**config.mk**
```make
export PLATFORM = sky130hd
export DESIGN_NAME = murmur_hash_64b_flat
export DESIGN_NICKNAME = d
export VERILOG_FILES = /design/src/mh_pkg.sv /design/src/mh_in_if.sv /design/src/mh_out_if.sv /design/src/mh_ctrl.sv /design/src/mh_datapath.sv /design/src/murmur_hash_64b.sv /design/src/flat_wrapper.sv
export SDC_FILE = /design/constraint.sdc
export NUM_CORES = 1
export LEC_CHECK = 0
export ABC_AREA = 1
export BUFFER_PORTS_ARGS = -buffer_cell sky130_fd_sc_hd__buf_2
export CELL_PAD_IN_SITES_DETAIL_PLACEMENT = 0
export CELL_PAD_IN_SITES_GLOBAL_PLACEMENT = 1
export CORE_ASPECT_RATIO = 0.6
export CORE_MARGIN = 2
export CORE_UTILIZATION = 52
export CTS_CLUSTER_DIAMETER = 80
export CTS_CLUSTER_SIZE = 20
export DETAILED_ROUTE_END_ITERATION = 8
export HOLD_SLACK_MARGIN = 0.02
export PLACE_DENSITY_LB_ADDON = 0.1
export SETUP_SLACK_MARGIN = 0.3
export SLEW_MARGIN = 25
export SYNTH_ARGS = -nofsm -noshare
export SYNTH_HDL_FRONTEND = slang
export SYNTH_SLANG_ARGS = --single-unit
export TNS_END_PERCENT = 30
```
**constraint.sdc**
```tcl
create_clock -name clk -period 23.5 [get_ports clk]
set_input_delay 1.175 -clock clk [delete_from_list [all_inputs] [get_ports clk]]
set_output_delay 1.175 -clock clk [all_outputs]
set_load 0.03 [all_outputs]
```
**src/mh_pkg.sv**
```systemverilog
package mh_pkg;

    localparam logic [31:0] MUR_M        = 32'h5bd1e995;
    localparam logic [31:0] DEFAULT_SEED = 32'hee6b27eb;
    localparam int unsigned MUR_R        = 24;
    localparam int unsigned FIN_S1       = 18;
    localparam int unsigned FIN_S2       = 22;
    localparam int unsigned FIN_S3       = 17;
    localparam int unsigned FIN_S4       = 19;

    // byte counts of a partial tail word
    localparam logic [2:0] CNT_ONE   = 3'd1;
    localparam logic [2:0] CNT_TWO   = 3'd2;
    localparam logic [2:0] CNT_THREE = 3'd3;

    // datapath operation issued each cycle by the controller
    typedef enum logic [3:0] {
        OP_NONE,
        OP_LOAD,   // accept beat, k = word * M, optional state load
        OP_KEY,    // k = (k ^ k >> 24) * M
        OP_MIX,    // h = h * M ^ k on the selected half
        OP_TAIL,   // h2 = (h2 ^ masked word) * M
        OP_FIN1,
        OP_FIN2,
        OP_FIN3,
        OP_FIN4    // last cross-mix round, loads the output register
    } mh_op_t;

    typedef struct packed {
        mh_op_t op;
    } mh_cmd_t;

    typedef struct packed {
        logic in_full;     // incoming beat holds a full word
        logic in_partial;  // incoming beat holds a 1..3 byte tail
        logic in_last;     // incoming beat ends the message
        logic last_reg;    // latched last mark of the beat in work
        logic out_free;    // output register can take a result this cycle
    } mh_sts_t;

endpackage

```
**src/mh_in_if.sv**
```systemverilog
interface mh_in_if;
    logic        valid;
    logic        ready;
    logic [31:0] data_word;
    logic [2:0]  byte_count;
    logic        first_item;
    logic        last_item;
    logic [30:0] message_length;

    modport source (
        output valid, data_word, byte_count, first_item, last_item, message_length,
        input  ready
    );
    modport sink (
        input  valid, data_word, byte_count, first_item, last_item, message_length,
        output ready
    );
endinterface

```
**src/mh_out_if.sv**
```systemverilog
interface mh_out_if;
    logic        valid;
    logic        ready;
    logic [63:0] hash_value;

    modport source (
        output valid, hash_value,
        input  ready
    );
    modport sink (
        input  valid, hash_value,
        output ready
    );
endinterface

```
**src/mh_ctrl.sv**
```systemverilog
module mh_ctrl (
    input  logic            clk,
    input  logic            rst_n,
    input  logic            in_valid,
    output logic            in_ready,
    input  mh_pkg::mh_sts_t sts,
    output mh_pkg::mh_cmd_t cmd
);

    typedef enum logic [7:0] {
        ST_IDLE = 8'b0000_0001,
        ST_KEY  = 8'b0000_0010,
        ST_MIX  = 8'b0000_0100,
        ST_TAIL = 8'b0000_1000,
        ST_FIN1 = 8'b0001_0000,
        ST_FIN2 = 8'b0010_0000,
        ST_FIN3 = 8'b0100_0000,
        ST_FIN4 = 8'b1000_0000
    } state_t;

    state_t state_reg;
    state_t state_next;

    assign in_ready = (state_reg == ST_IDLE);

    always_comb
    begin
        state_next = state_reg;
        cmd.op     = mh_pkg::OP_NONE;
        case (state_reg)
            ST_IDLE:
            begin
                if (in_valid)
                begin
                    cmd.op = mh_pkg::OP_LOAD;
                    if (sts.in_full)
                        state_next = ST_KEY;
                    else if (sts.in_partial)
                        state_next = ST_TAIL;
                    else if (sts.in_last)
                        state_next = ST_FIN1;
                end
            end
            ST_KEY:
            begin
                cmd.op     = mh_pkg::OP_KEY;
                state_next = ST_MIX;
            end
            ST_MIX:
            begin
                cmd.op     = mh_pkg::OP_MIX;
                state_next = sts.last_reg ? ST_FIN1 : ST_IDLE;
            end
            ST_TAIL:
            begin
                cmd.op     = mh_pkg::OP_TAIL;
                state_next = sts.last_reg ? ST_FIN1 : ST_IDLE;
            end
            ST_FIN1:
            begin
                cmd.op     = mh_pkg::OP_FIN1;
                state_next = ST_FIN2;
            end
            ST_FIN2:
            begin
                cmd.op     = mh_pkg::OP_FIN2;
                state_next = ST_FIN3;
            end
            ST_FIN3:
            begin
                cmd.op     = mh_pkg::OP_FIN3;
                state_next = ST_FIN4;
            end
            ST_FIN4:
            begin
                // hold here until the output register is free
                if (sts.out_free)
                begin
                    cmd.op     = mh_pkg::OP_FIN4;
                    state_next = ST_IDLE;
                end
            end
            default:
            begin
                state_next = ST_IDLE;
            end
        endcase
    end

    always_ff @(posedge clk or negedge rst_n)
    begin
        if (!rst_n)
            state_reg <= ST_IDLE;
        else
            state_reg <= state_next;
    end

endmodule

```
**src/mh_datapath.sv**
```systemverilog
module mh_datapath (
    input  logic            clk,
    input  logic            rst_n,
    input  logic            cfg_we,
    input  logic [31:0]     cfg_data,
    mh_in_if.sink           msg,
    mh_out_if.source        result,
    input  mh_pkg::mh_cmd_t cmd,
    output mh_pkg::mh_sts_t sts
);

    logic [31:0] seed_reg;
    logic [31:0] h1_reg;
    logic [31:0] h2_reg;
    logic        odd_reg;
    logic [31:0] k_reg;
    logic [31:0] word_reg;
    logic [2:0]  count_reg;
    logic        last_reg;
    logic [31:0] f1_reg;
    logic [31:0] f2_reg;
    logic [63:0] hash_reg;
    logic        out_valid_reg;
    logic        out_valid_next;

    logic [31:0] tail_mask;
    logic [31:0] mul_a;
    logic [31:0] prod;

    assign sts.in_full    = msg.byte_count[2];
    assign sts.in_partial = !msg.byte_count[2] && (msg.byte_count != 3'd0);
    assign sts.in_last    = msg.last_item;
    assign sts.last_reg   = last_reg;
    assign sts.out_free   = !out_valid_reg || result.ready;

    assign result.valid      = out_valid_reg;
    assign result.hash_value = hash_reg;

    always_comb
    begin
        case (count_reg)
            mh_pkg::CNT_ONE:   tail_mask = 32'h0000_00ff;
            mh_pkg::CNT_TWO:   tail_mask = 32'h0000_ffff;
            mh_pkg::CNT_THREE: tail_mask = 32'h00ff_ffff;
            default:           tail_mask = 32'h0000_0000;
        endcase
    end

    // one shared multiplier by M, operand picked by the current op
    always_comb
    begin
        case (cmd.op)
            mh_pkg::OP_LOAD: mul_a = msg.data_word;
            mh_pkg::OP_KEY:  mul_a = k_reg ^ (k_reg >> mh_pkg::MUR_R);
            mh_pkg::OP_MIX:  mul_a = odd_reg ? h2_reg : h1_reg;
            mh_pkg::OP_TAIL: mul_a = h2_reg ^ (word_reg & tail_mask);
            mh_pkg::OP_FIN1: mul_a = h1_reg ^ (h2_reg >> mh_pkg::FIN_S1);
            mh_pkg::OP_FIN2: mul_a = h2_reg ^ (f1_reg >> mh_pkg::FIN_S2);
            mh_pkg::OP_FIN3: mul_a = f1_reg ^ (f2_reg >> mh_pkg::FIN_S3);
            mh_pkg::OP_FIN4: mul_a = f2_reg ^ (f1_reg >> mh_pkg::FIN_S4);
            default:         mul_a = 32'h0000_0000;
        endcase
    end

    assign prod = mul_a * mh_pkg::MUR_M;

    always_ff @(posedge clk or negedge rst_n)
    begin
        if (!rst_n)
            seed_reg <= mh_pkg::DEFAULT_SEED;
        else if (cfg_we)
            seed_reg <= cfg_data;
    end

    always_ff @(posedge clk or negedge rst_n)
    begin
        if (!rst_n)
        begin
            h1_reg  <= 32'h0000_0000;
            h2_reg  <= 32'h0000_0000;
            odd_reg <= 1'b0;
        end
        else
        begin
            case (cmd.op)
                mh_pkg::OP_LOAD:
                begin
                    if (msg.first_item)
                    begin
                        h1_reg  <= seed_reg ^ {1'b0, msg.message_length};
                        h2_reg  <= 32'h0000_0000;
                        odd_reg <= 1'b0;
                    end
                end
                mh_pkg::OP_MIX:
                begin
                    if (odd_reg)
                        h2_reg <= prod ^ k_reg;
                    else
                        h1_reg <= prod ^ k_reg;
                    odd_reg <= !odd_reg;
                end
                mh_pkg::OP_TAIL:
                begin
                    h2_reg <= prod;
                end
                default:
                begin
                end
            endcase
        end
    end

    // beat fields and working values
    always_ff @(posedge clk)
    begin
        case (cmd.op)
            mh_pkg::OP_LOAD:
            begin
                k_reg     <= prod;
                word_reg  <= msg.data_word;
                count_reg <= msg.byte_count;
                last_reg  <= msg.last_item;
            end
            mh_pkg::OP_KEY:  k_reg    <= prod;
            mh_pkg::OP_FIN1: f1_reg   <= prod;
            mh_pkg::OP_FIN2: f2_reg   <= prod;
            mh_pkg::OP_FIN3: f1_reg   <= prod;
            mh_pkg::OP_FIN4: hash_reg <= {f1_reg, prod};
            default:
            begin
            end
        endcase
    end

    always_comb
    begin
        if (cmd.op == mh_pkg::OP_FIN4)
            out_valid_next = 1'b1;
        else if (result.ready)
            out_valid_next = 1'b0;
        else
            out_valid_next = out_valid_reg;
    end

    always_ff @(posedge clk or negedge rst_n)
    begin
        if (!rst_n)
            out_valid_reg <= 1'b0;
        else
            out_valid_reg <= out_valid_next;
    end

endmodule

```
**src/murmur_hash_64b.sv**
```systemverilog
// MurmurHash64B engine, one message word per input beat.
// msg (sink): data_word little-endian, byte_count 4 for full words, 1..3 for
//   the tail, 0 only for an empty message. first_item loads h1 = seed ^
//   message_length and h2 = 0; last_item starts the cross-mix and a result.
// result (source): one 64-bit hash_value beat per message, h1 high, h2 low.
// cfg: cfg_we/cfg_data write the seed; write only while the block is idle.
// Steps, all through one shared 32x32 multiplier by M:
//   full word: load (k*M), key (k*M), mix (h*M); tail word: load, then (h2^tail)*M;
//   empty item: load only; finalization adds the cross-mix rounds FIN1..FIN4.
//   A last full word passes KEY, MIX and FIN1..FIN4 before result.valid is set.
// msg.ready is high only while the controller is idle; a result held in the
// output register does not block new beats, but the last finalize round
// waits for the output register, so a stalled receiver stalls only the next
// message's end.
// Reset: h1, h2 and the word parity clear, the seed returns to 0xee6b27eb,
// and no result is pending.
module murmur_hash_64b (
    input  logic        clk,
    input  logic        rst_n,
    input  logic        cfg_we,
    input  logic [31:0] cfg_data,
    mh_in_if.sink       msg,
    mh_out_if.source    result
);

    mh_pkg::mh_cmd_t cmd;
    mh_pkg::mh_sts_t sts;

    // sequencing of multiply steps
    mh_ctrl u_ctrl (
        .clk      (clk),
        .rst_n    (rst_n),
        .in_valid (msg.valid),
        .in_ready (msg.ready),
        .sts      (sts),
        .cmd      (cmd)
    );

    // hash state, shared multiplier and output register
    mh_datapath u_datapath (
        .clk      (clk),
        .rst_n    (rst_n),
        .cfg_we   (cfg_we),
        .cfg_data (cfg_data),
        .msg      (msg),
        .result   (result),
        .cmd      (cmd),
        .sts      (sts)
    );

    // accepted beat always starts with the load step
    a_accept_load: assert property (@(posedge clk) disable iff (!rst_n)
        (msg.valid && msg.ready) |-> (cmd.op == mh_pkg::OP_LOAD))
        else $error("accepted beat without load step");

    // an empty last item goes straight to finalization
    a_empty_fin: assert property (@(posedge clk) disable iff (!rst_n)
        (msg.valid && msg.ready && msg.last_item && (msg.byte_count == 3'd0))
        |=> (cmd.op == mh_pkg::OP_FIN1))
        else $error("empty last item did not finalize");

    // a full word not ending the message frees the input once its key and mix steps are done
    a_full_word_rate: assert property (@(posedge clk) disable iff (!rst_n)
        (msg.valid && msg.ready && msg.byte_count[2] && !msg.last_item)
        |=> ##2 msg.ready)
        else $error("full word took longer than three cycles");

    // the last cross-mix round always lands in the output register
    a_fin_result: assert property (@(posedge clk) disable iff (!rst_n)
        (cmd.op == mh_pkg::OP_FIN4) |=> result.valid)
        else $error("finalized hash not presented");

endmodule

```
**src/flat_wrapper.sv**
```systemverilog
// flat-port wrapper written by rule: the top's interface ports become plain ports
module murmur_hash_64b_flat 
  (clk, rst_n, cfg_we, cfg_data, msg_valid, msg_data_word, msg_byte_count, msg_first_item, msg_last_item, msg_message_length, msg_ready, result_valid, result_hash_value, result_ready);
  mh_in_if msg_i ();
  mh_out_if result_i ();
  input  logic clk;
  input  logic rst_n;
  input  logic cfg_we;
  input  logic [31:0] cfg_data;
  input wire logic [$bits(msg_i.valid)-1:0] msg_valid;
  input wire logic [$bits(msg_i.data_word)-1:0] msg_data_word;
  input wire logic [$bits(msg_i.byte_count)-1:0] msg_byte_count;
  input wire logic [$bits(msg_i.first_item)-1:0] msg_first_item;
  input wire logic [$bits(msg_i.last_item)-1:0] msg_last_item;
  input wire logic [$bits(msg_i.message_length)-1:0] msg_message_length;
  output wire logic [$bits(msg_i.ready)-1:0] msg_ready;
  output wire logic [$bits(result_i.valid)-1:0] result_valid;
  output wire logic [$bits(result_i.hash_value)-1:0] result_hash_value;
  input wire logic [$bits(result_i.ready)-1:0] result_ready;
  assign msg_i.valid = msg_valid;
  assign msg_i.data_word = msg_data_word;
  assign msg_i.byte_count = msg_byte_count;
  assign msg_i.first_item = msg_first_item;
  assign msg_i.last_item = msg_last_item;
  assign msg_i.message_length = msg_message_length;
  assign msg_ready = msg_i.ready;
  assign result_valid = result_i.valid;
  assign result_hash_value = result_i.hash_value;
  assign result_i.ready = result_ready;
  murmur_hash_64b u_core (.clk(clk), .rst_n(rst_n), .cfg_we(cfg_we), .cfg_data(cfg_data), .msg(msg_i), .result(result_i));
endmodule
```
### Word-level counts from Yosys, hierarchy flattened

Cells that the tools add are included.

| word-level totals | value |
|---|---|
| register bits after elaboration | 302 |
| logic and storage cells | 87 |
| output and inout bits | 66 |
| input bits | 105 |

| cells by class | value |
|---|---|
| equal/unequal tests | 25 |
| reductions and logical operators | 16 |
| bitwise logic cells | 9 |
| multiply operators | 1 |
| muxes and demuxes | 23 |

Operators by type and width:

| kind | count |
|---|---|
| one-hot mux 32 bit (8 select lines) | 1 |
| 2-to-1 mux 32 bit | 5 |
| one-hot mux 32 bit (3 select lines) | 1 |
| one-hot mux 24 bit (3 select lines) | 1 |
| one-hot mux 32 bit (2 select lines) | 1 |
| bitwise XOR 32 bit | 2 |
| one-hot mux 8 bit (7 select lines) | 1 |
| 2-to-1 mux 8 bit | 5 |
| bitwise AND 32 bit | 1 |
| multiplier 32 x 31 -> 32 bit, second input constant | 1 |
| one-hot mux 4 bit (8 select lines) | 1 |
| bitwise XOR 32 x 10 -> 32 bit | 1 |
| bitwise XOR 32 x 13 -> 32 bit | 1 |
| bitwise XOR 32 x 14 -> 32 bit | 1 |
| bitwise XOR 32 x 15 -> 32 bit | 1 |
| bitwise XOR 32 x 31 -> 32 bit | 1 |
| bitwise XOR 32 x 8 -> 32 bit | 1 |
| == test 4 x 3 -> 1 bit, second input constant | 4 |
| AND reduction 3 bit | 3 |
| == test 4 x 2 -> 1 bit, second input constant | 2 |
| == test 8 x 1 -> 1 bit, second input constant | 1 |
| == test 8 x 2 -> 1 bit, second input constant | 1 |
| == test 8 x 3 -> 1 bit, second input constant | 1 |
| == test 8 x 4 -> 1 bit, second input constant | 1 |
| other kinds (22) | 35 |

### Longest topological paths before layout

Gate-level depths: netlist of the first run.

| depth | value |
|---|---|
| depth after elaboration | 10 |
| depth in mapped cells | 42 |
| gate-level depth less buffers | 41 |

### Least setup slack after synthesis of the first run

No wires, ideal clock.

| timing | value |
|---|---|
| path kind | input-to-reg |
| start | in result_ready |
| end | reg u_core.u_datapath.h1_reg[30] |
| stages on the path | 29 |
| setup time | 0.082 ns |
| required time | 23.418 ns |
| slack | 14.136 ns |
| arrival time | 9.283 ns |
| path through | or2_1 buf_2 nand4_1 inv_1 a221oi_1 o2111ai_1 fa_1 ha_1 inv_1 fa_1 fa_1 fa_1 inv_1 fa_1 fa_1 inv_1 fa_1 inv_1 ha_1 nand2_1 nor4_1 nand3_1 nand3_1 inv_1 o21ai_0 xor2_1 or2_2 nand3_1 a31oi_1 |

| on the way | value |
|---|---|
| word-level cells in the longest chain between the ends | 9 |
| elaborated cells on any way between the ends | 20 |

Ends and longest elaborated chain:

| element | RTL line | text |
|---|---|---|
| start: declaration | flat_wrapper.sv:19 | `input wire logic [$bits(result_i.ready)-1:0] result_ready;` |
| logical OR 1 bit * | mh_datapath.sv:34 | `assign sts.out_free = !out_valid_reg \|\| result.ready;` |
| 2-to-1 mux 4 bit * | mh_ctrl.sv:77 | `if (sts.out_free)` |
| one-hot mux 4 bit (8 select lines) * | mh_ctrl.sv:30 | `case (state_reg)` |
| == test 4 bit (tied with other cells) | mh_datapath.sv:52 | `case (cmd.op)` |
| one-hot mux 32 bit (8 select lines) * | mh_datapath.sv:52 |  |
| multiplier 32 x 31 -> 32 bit * | mh_datapath.sv:65 | `assign prod = mul_a * mh_pkg::MUR_M;` |
| named net u_core.u_datapath.prod[30] | mh_datapath.sv:28 | `logic [31:0] prod;` |
| bitwise XOR 32 bit * | mh_datapath.sv:100 | `h1_reg <= prod ^ k_reg;` |
| 2-to-1 mux 32 bit * | mh_datapath.sv:97 | `if (odd_reg)` |
| one-hot mux 32 bit (2 select lines) * | mh_datapath.sv:85 | `case (cmd.op)` |
| end signal: assignment | mh_datapath.sv:90 | `h1_reg <= seed_reg ^ {1'b0, msg.message_length};` |
| end signal: assignment | mh_datapath.sv:100 |  |
| end: declaration | mh_datapath.sv:13 | `logic [31:0] h1_reg;` |

Mark *: on every way through the listed nets, which the timed path passes. The rest lies on a longest branch. The select of a mux whose other input is x is not followed.
A chain may end at the register's enable or synchronous reset.

### Worst setup path in the final report of the first run

Ends and elaborated chain as after synthesis.

==> results.sh, run 1 <==
export IMPL_drive_gt1_frac=0.155
export IMPL_clock_path_buffers=3
export IMPL_crit_arrival_ns=11.50
export IMPL_h_tree_depth=1
export IMPL_hp_class="flop to flop"
export IMPL_cts_setup_buffers=0
export IMPL_avgSynthCellArea_sq_um=9.82
export IMPL_max_slew_margin=0.258
export IMPL_drv_cap=0
export IMPL_io_pins=171
export IMPL_area_delta_synth_final_pct=9.45
export IMPL_grt_pass1_wl_mm=115
export IMPL_fmax_mhz=90.7
export IMPL_finalWirelength_mm=77.5
export IMPL_overflow=0
export IMPL_synth_cells=2333
export IMPL_synthFlopType="edfxtp_1"
export IMPL_final_setup_worst_slack_ns=12.47
export IMPL_ys_types=58
export IMPL_final_nets=3005
export IMPL_start_util=0.528
export IMPL_tns_ns=0
export IMPL_ys_warn_count=0
export IMPL_slowest_delay_ns=0.92
export IMPL_rsz0062_at_grt="false"
export IMPL_cp_required_ns=23.97
export IMPL_crit_path_max_fanout=44
export IMPL_yosysSeqAreaShare=0.363
export IMPL_drtIter0Drc=1982
export IMPL_syn_nets=2835
export IMPL_hold_violations=0
export IMPL_coreArea_sq_um=43400
export IMPL_syn_area_sq_um=22900
export IMPL_fin_crit_ns=11.03
export IMPL_antenna_found_initial=5
export IMPL_cts_buffers=18
export IMPL_drt_pre_antenna_iters=8
export IMPL_cts_resized=0
export IMPL_min_from="u_core.u_datapath.f1_reg[15]"
export IMPL_setup_viol=0
export IMPL_status="completed"
export IMPL_synth_ff_latch_count=294
export IMPL_die_w_microns=275
export IMPL_r2r_start="u_core.u_ctrl.state_reg[0]"
export IMPL_worst_r2r_path_depth=34
export IMPL_final_util=0.578
export IMPL_synthTopCellsByCount="inv_1 (462), nand2_1 (347), ha_1 (216)"
export IMPL_synth_edf_count=188
export IMPL_period_share=0.469
export IMPL_vias=17900
export IMPL_worstSetupStartpointType="primary input"
export IMPL_clkSinkCount=294
export IMPL_reg2reg_to="u_core.u_datapath.h1_reg[30]"
export IMPL_die_height_microns=167
export IMPL_port_buffers=170
export IMPL_route_detailed_drc=0
export IMPL_yosysTopAreaCell="edfxtp_1"
export IMPL_finalClockSkew_ns=0.0289
export IMPL_globalplace_congestion=1.06
export IMPL_place_area_sq_um=24500
export IMPL_worstSkewPairLatency_ns=0.54
export IMPL_tightestPinTransition_ns=1.11
export IMPL_avgViaCountPerCell=5.78
export IMPL_reg2reg_setup_slack_ns=12.74
export IMPL_path_class="primary input to flop"
export IMPL_yosys_top_cells_area="edfxtp_1 (25%), fa_1 (16%), ha_1 (12%)"
export IMPL_cts_tree="yes"
export IMPL_hpwl_mm=60.6
export IMPL_ant_nets=0
export IMPL_worstHoldEndpoint="u_core.u_datapath.result.hash_value[47]"
export IMPL_clk_pin_slew_ns=0.10
export IMPL_yosysMostFrequentCell="inv_1"
export IMPL_post_place_ws_ns=12.20
export IMPL_clockRootBuffer="clkbuf_16"
export IMPL_whs_path_depth=0
export IMPL_drv_slew=0
export IMPL_wl_per_cell_microns=25.0
export IMPL_grt_use_total=0.345
export IMPL_cts_hold_buf=0
export IMPL_grt_max_degree=71
export IMPL_final_area_sq_um=25100
export IMPL_crit_path_frequent_cell="fa_1"
export IMPL_cpMaxStageDelayCell="nor4_1"
export IMPL_grt_pass1_vias=17400
export IMPL_synth_top_area_frac=0.246
export IMPL_die_area_sq_um=45800
export IMPL_rows=59
export IMPL_largest_reg_flops=64
export IMPL_critPathCaptureType="flop"
export IMPL_async_flop_share=0.361
[cell families after synthesis]
kind of cell,after synthesis,synth area share
simple gates,673,0.135
buf+inv,528,0.0896
fa+ha+maj,397,0.276
compound gates,311,0.0819
flops,294,0.363
xor+xnor,98,0.0378
mux,32,0.0157
[layout make-up]
| cell class | instances | area [sq um] |
|---|---|---|
| fillers | 3869 | 18300 |
| multi-input cells | 1511 | 12600 |
| flip-flops and latches | 294 | 8330 |
| inverters | 479 | 1820 |
| repair buffers | 199 | 1070 |
| well taps | 579 | 724 |
| clock buffers | 32 | 556 |
| diodes | 2 | 5.00 |
[layout by cell type, fill, tap and decap left out, types with 5 or more instances in the layout]
cell type	count
nor3_1	7
a31oi_1	48
o221ai_1	5
o21ai_0	81
fa_1	181
dfstp_2	22
dfrtp_1	84
nand2_4	7
nor2_2	12
nand2_1	346
a221oi_1	16
xnor2_1	54
buf_4	29
ha_1	216
nand2_2	23
a21oi_1	93
mux2_2	32
o2111ai_1	9
or2_2	27
buf_2	169
clkbuf_1	11
nor2_1	100
inv_2	14
nand4_1	12
a32o_1	7
or2_1	5
nand3b_1	5
nor2_4	11
o21ai_1	9
clkbuf_16	20
nand3_1	101
o22ai_1	10
nand3_2	7
edfxtp_1	188
inv_1	459
xor2_1	43
[critical path, delay by kind of cell]
kind | cells | cell delay, ns
buffers and inverters | 10 | 1.93
AO/OA/AOI/OAI | 4 | 0.93
adder cells (fa/ha/maj) | 9 | 4.36
AND/OR/NAND/NOR | 8 | 2.27
XOR/XNOR | 1 | 0.71
[through the flow]
| step | std cells | hold WS (ns) |
|---|---|---|
| finish | 3096 | 0.483 |
| global route | 3096 | 0.494 |
| CTS | 3094 | 0.480 |
| detailed placement | 3062 | 0.458 |
| global placement | 3062 | 0.450 |
| floorplan | 2333 | 0.427 |
[how the worst max path moves through the flow]
stage,start,end,cells after the start
after CTS,u_core.u_ctrl.state_reg[0],u_core.u_datapath.h1_reg[30],34
after global routing,result_ready,u_core.u_datapath.h1_reg[30],32
after detailed placement,result_ready,u_core.u_datapath.h1_reg[30],32
after floorplan,result_ready,u_core.u_datapath.h1_reg[30],29
final,result_ready,u_core.u_datapath.h1_reg[30],32
after global placement,result_ready,u_core.u_datapath.h1_reg[30],32
[metal layers]
metal | track usage | wire, microns | vias to the layer above | part of all wire
met5 | 0 | 0 | - | 0
met4 | 0.0642 | 1540 | 0 | 0.020
met3 | 0.119 | 10500 | 94 | 0.14
met2 | 0.455 | 30200 | 1005 | 0.39
met1 | 0.543 | 35300 | 8846 | 0.46
li1 | - | - | 7947 | -
Power of run 1 is not shown: default switching activity piles up to over one toggle a cycle in this logic, so the estimate is an artifact.
==> run 2, diff against run 1 <==
Settings changed: CORE_UTILIZATION 52 to 44.
Clock period 23.5 ns to 9.6 ns, I/O delays scaled along.
==> results.sh, run 2 (same netlist as run 1, synthesis figures left out) <==
export IMPL_dp_cells=3245
export IMPL_avgViaCountPerCell=5.43
export IMPL_area_delta_synth_final_pct=12.4
export IMPL_crit_arrival_ns=9.36
export IMPL_worst_r2r_path_depth=35
export IMPL_cp_required_ns=10.06
export IMPL_reg2reg_to="u_core.u_datapath.h2_reg[27]"
export IMPL_port_buffers=170
export IMPL_finalWirelength_mm=82.4
export IMPL_grt_pass1_wl_mm=121
export IMPL_globalplace_congestion=0.963
export IMPL_grt_max_degree=62
export IMPL_fmax_mhz=112
export IMPL_vias=17800
export IMPL_route_detailed_drc=0
export IMPL_crit_path_frequent_cell="inv_1"
export IMPL_final_cell_mix="inv_1 (459), nand2_1 (345), ha_1 (216)"
export IMPL_crit_path_max_fanout=15
export IMPL_drt_pre_antenna_iters=6
export IMPL_hpwl_mm=66.2
export IMPL_final_nets=3075
export IMPL_die_height_microns=181
export IMPL_drive_gt1_frac=0.178
export IMPL_r2r_start="u_core.u_datapath.count_reg[2]"
export IMPL_wl_per_cell_microns=25.1
export IMPL_critPathCaptureType="flop"
export IMPL_rows=64
export IMPL_coreArea_sq_um=51200
export IMPL_final_common_cell="inv_1"
export IMPL_status="completed"
export IMPL_instances_no_fill=3279
export IMPL_drv_slew=0
export IMPL_io_pins=171
export IMPL_tns_ns=0
export IMPL_cpMaxStageDelayCell="inv_1"
export IMPL_cts_tree="yes"
export IMPL_clockRootBuffer="clkbuf_16"
export IMPL_max_slew_margin=0.341
export IMPL_hp_class="primary input to async pin"
export IMPL_reg2reg_setup_slack_ns=0.71
export IMPL_clk_pin_slew_ns=0.10
export IMPL_path_class="flop to flop"
export IMPL_cts_hold_buf=0
export IMPL_h_tree_depth=1
export IMPL_regArea_sq_um=8330
export IMPL_antenna_found_initial=1
export IMPL_grt_use_total=0.309
export IMPL_die_w_microns=299
export IMPL_grt_pass1_vias=17700
export IMPL_fin_hold_ws_ns=0.0810
export IMPL_tightestPinTransition_ns=0.986
export IMPL_period_share=0.926
export IMPL_fin_crit_ns=8.89
export IMPL_drtIter0Drc=1601
export IMPL_rsz0062_at_grt="false"
export IMPL_clock_path_buffers=3
export IMPL_worstSetupStartpointType="flop"
export IMPL_cts_buffers=19
export IMPL_slowest_delay_ns=0.65
export IMPL_cts_resized=0
export IMPL_start_util=0.448
export IMPL_ant_nets=0
export IMPL_worstSkewPairLatency_ns=0.54
export IMPL_multi_input_area_sq_um=12600
export IMPL_drv_cap=0
export IMPL_setup_viol=0
export IMPL_overflow=0
export IMPL_largest_reg_flops=64
export IMPL_finalClockSkew_ns=0.0217
export IMPL_clkSinkCount=294
export IMPL_die_area_sq_um=54000
export IMPL_cts_setup_buffers=0
export IMPL_hold_violations=0
export IMPL_fillers=4804
## run 2: cell types whose count changed in the layout (fill, tap and decap cells not counted), sizes merged
| cell | change |
|---|---|
| buf | +69 |
| diode | -1 |
| inv | +2 |
| clkbuf | -1 |
## run 2: worst max-delay path by stage
stage                                        end  cells after the start                            from  slack [ns]
finish              u_core.u_datapath.h2_reg[27]                     35  u_core.u_datapath.count_reg[2]        0.71
floorplan           u_core.u_datapath.h2_reg[30]                     30  u_core.u_datapath.result.valid        0.86
detailed placement  u_core.u_datapath.h2_reg[27]                     35                    result_ready        0.68
global route        u_core.u_datapath.h1_reg[31]                     39  u_core.u_datapath.count_reg[2]        0.30
global placement    u_core.u_datapath.h2_reg[27]                     35                    result_ready        0.72
CTS                 u_core.u_datapath.h1_reg[30]                     31      u_core.u_ctrl.state_reg[0]        0.72
## run 2: cell type report
type / count / share of cell area
Inverter: 479 / 0.0707
Clock inverter: 2 / 0.00112
Tap cell: 693 / 0.0337
Multi-Input combinational cell: 1511 / 0.488
Clock buffer: 31 / 0.0202
Timing Repair Buffer: 268 / 0.0627
Antenna cell: 1 / 0.0000972
Sequential cell: 294 / 0.323
## run 2: critical path, delay by kind of cell, from the launching register on
family                     cells  cell delay [ns]
and+or+nand+nor                7             1.35
buffers and inverters         11             1.89
DFF                            1             0.46
AOI/OAI and AO/OA              7             1.22
xor gates and xnor gates       1             0.54
adders and majority gates      9             3.35
## run 2: layer usage
metal / wire (microns) / vias to the layer above / track usage
met5: 0 / - / 0
met4: 1290 / 0 / 0.0476
met3: 10400 / 60 / 0.112
met2: 31000 / 864 / 0.407
met1: 39800 / 8772 / 0.484
li1: - / 8098 / -
## run 2: through the flow
stage | utilization | setup slack, ns | area (sq um)
global placement | 0.492 | 0.723 | 25200
CTS | 0.503 | 0.724 | 25700
finish | 0.503 | 0.708 | 25700
floorplan | - | 0.856 | 22900
detailed placement | 0.492 | 0.680 | 25200
global route | 0.503 | 0.304 | 25700
Power of run 2 is left out for the same reason.
==> run 3, diff against run 2 <==
Settings changed: CORE_UTILIZATION 44 to 49.
Clock period 9.6 ns to 8.8 ns, I/O delays scaled along.
==> results.sh, run 3 (same netlist as run 1, synthesis figures left out) <==
export IMPL_status="completed"
export IMPL_io_pins=171
export IMPL_clock_path_buffers=3
export IMPL_path_buf_inv=14
export IMPL_wl_per_cell_microns=24.8
export IMPL_setup_viol=0
export IMPL_ant_nets=0
export IMPL_drv_slew=0
export IMPL_port_buffers=170
export IMPL_reg2reg_setup_slack_ns=0.57
export IMPL_hp_class="primary input to flop"
export IMPL_drive_gt1_frac=0.217
export IMPL_max_slew_margin=0.240
export IMPL_area_delta_synth_final_pct=16.0
export IMPL_cp_num_cells=38
export IMPL_final_nets=3160
export IMPL_diodes=0
export IMPL_grt_pass1_vias=17700
export IMPL_cpMaxStageDelayCell="dfstp_2"
export IMPL_grt_pass1_wl_mm=119
export IMPL_rows=61
export IMPL_coreArea_sq_um=46300
export IMPL_worstHoldEndpoint="u_core.u_datapath.word_reg[11]"
export IMPL_worst_r2r_path_depth=38
export IMPL_grt_max_degree=67
export IMPL_fmax_mhz=122
export IMPL_fillers=4102
export IMPL_drv_cap=0
export IMPL_worstSetupStartpointType="flop"
export IMPL_path_class="flop to flop"
export IMPL_drtIter0Drc=2086
export IMPL_route_detailed_drc=0
export IMPL_final_common_cell="inv_1"
export IMPL_reg2reg_to="u_core.u_datapath.h2_reg[24]"
export IMPL_whs_path_depth=1
export IMPL_crit_family="adder cells"
export IMPL_fin_crit_ns=8.23
export IMPL_drt_pre_antenna_iters=5
export IMPL_overflow=0
export IMPL_r2r_start="u_core.u_ctrl.state_reg[0]"
export IMPL_worstSkewPairLatency_ns=0.54
export IMPL_clkSinkCount=294
export IMPL_cts_buffers=19
export IMPL_critPathCaptureType="flop"
export IMPL_cts_tree="yes"
export IMPL_clockRootBuffer="clkbuf_16"
export IMPL_die_w_microns=283
export IMPL_largest_reg_flops=64
export IMPL_tns_ns=0
export IMPL_hold_violations=0
export IMPL_vias=18300
export IMPL_clk_pin_slew_ns=0.09
export IMPL_finalWirelength_mm=81.7
export IMPL_period_share=0.935
export IMPL_globalplace_congestion=1.01
export IMPL_die_area_sq_um=48600
export IMPL_crit_path_max_fanout=13
export IMPL_start_util=0.495
export IMPL_rsz0062_at_grt="true"
export IMPL_cp_required_ns=9.23
export IMPL_slowest_delay_ns=0.55
export IMPL_final_util=0.575
export IMPL_crit_arrival_ns=8.66
export IMPL_grt_use_total=0.339
export IMPL_final_cell_mix="inv_1 (453), nand2_1 (342), ha_1 (214)"
export IMPL_min_from="msg_data_word[11]"
export IMPL_die_height_microns=171
export IMPL_h_tree_depth=1
export IMPL_hpwl_mm=65.6
export IMPL_tightestPinTransition_ns=1.13
export IMPL_antenna_found_initial=2
export IMPL_avgViaCountPerCell=5.54
export IMPL_finalClockSkew_ns=0.0237
run 3: cell count changes in the layout (fill, tap and decap cells not counted), sizes merged:
cell	before	now
dlygate4sd3	0	1
diode	1	0
clkinv	1	0
clkinvlp	0	6
clkbuf	31	29
buf	268	352
inv	480	476
run 3: worst max path at each step:
stage                                         startpoint                           end  slack, ns
final                         u_core.u_ctrl.state_reg[0]  u_core.u_datapath.h2_reg[24]       0.57
after global routing          u_core.u_ctrl.state_reg[0]  u_core.u_datapath.h2_reg[22]       0.28
after CTS                     u_core.u_ctrl.state_reg[0]  u_core.u_datapath.h1_reg[30]       0.33
after detailed placement                    result_ready  u_core.u_datapath.h1_reg[24]       0.03
after global placement                      result_ready  u_core.u_datapath.h1_reg[23]       0.19
after floorplan           u_core.u_datapath.result.valid  u_core.u_datapath.h1_reg[24]       0.32
run 3: per-layer routing:
layer	track usage	wire length, microns
met5	0	13
met2	0.444	30700
met1	0.517	38000
met4	0.0628	1620
met3	0.140	11400
run 3: final cells by class:
| class | count | area [sq um] | share of cell area |
|---|---|---|---|
| Inverter | 479 | 1860 | 0.0699 |
| Timing Repair Buffer | 353 | 2330 | 0.0877 |
| Sequential cell | 294 | 8330 | 0.313 |
| Clock buffer | 29 | 513 | 0.0193 |
| Multi-Input combinational cell | 1511 | 12700 | 0.479 |
| Clock inverter | 3 | 31.3 | 0.00118 |
| Tap cell | 630 | 788 | 0.0297 |
run 3: stage by stage:
| stage | worst slack (ns) | instances | cell area (sq um) | hold WS, ns |
|---|---|---|---|---|
| 2_1_floorplan | 0.324 | 2333 | 22900 | 0.144 |
| 3_5_place_dp | 0.0323 | 3242 | 25600 | 0.447 |
| 6_report | 0.570 | 3299 | 26600 | 0.0871 |
| 5_1_grt | 0.276 | 3299 | 26600 | 0.0689 |
| 3_3_place_gp | 0.191 | 3242 | 25600 | 0.435 |
| 4_1_cts | 0.327 | 3279 | 26200 | 0.0744 |
run 3: timing repair:
action                                  4_1_cts  5_1_grt
pin swaps                                     0        8
buffers inserted                              4       20
endpoints found under the hold margin        35        0
gates cloned                                  0        0
hold buffers                                  1        0
endpoints found under the setup margin       15       66
gates resized for setup                       5       52
Power of run 3 is left out for the same reason.
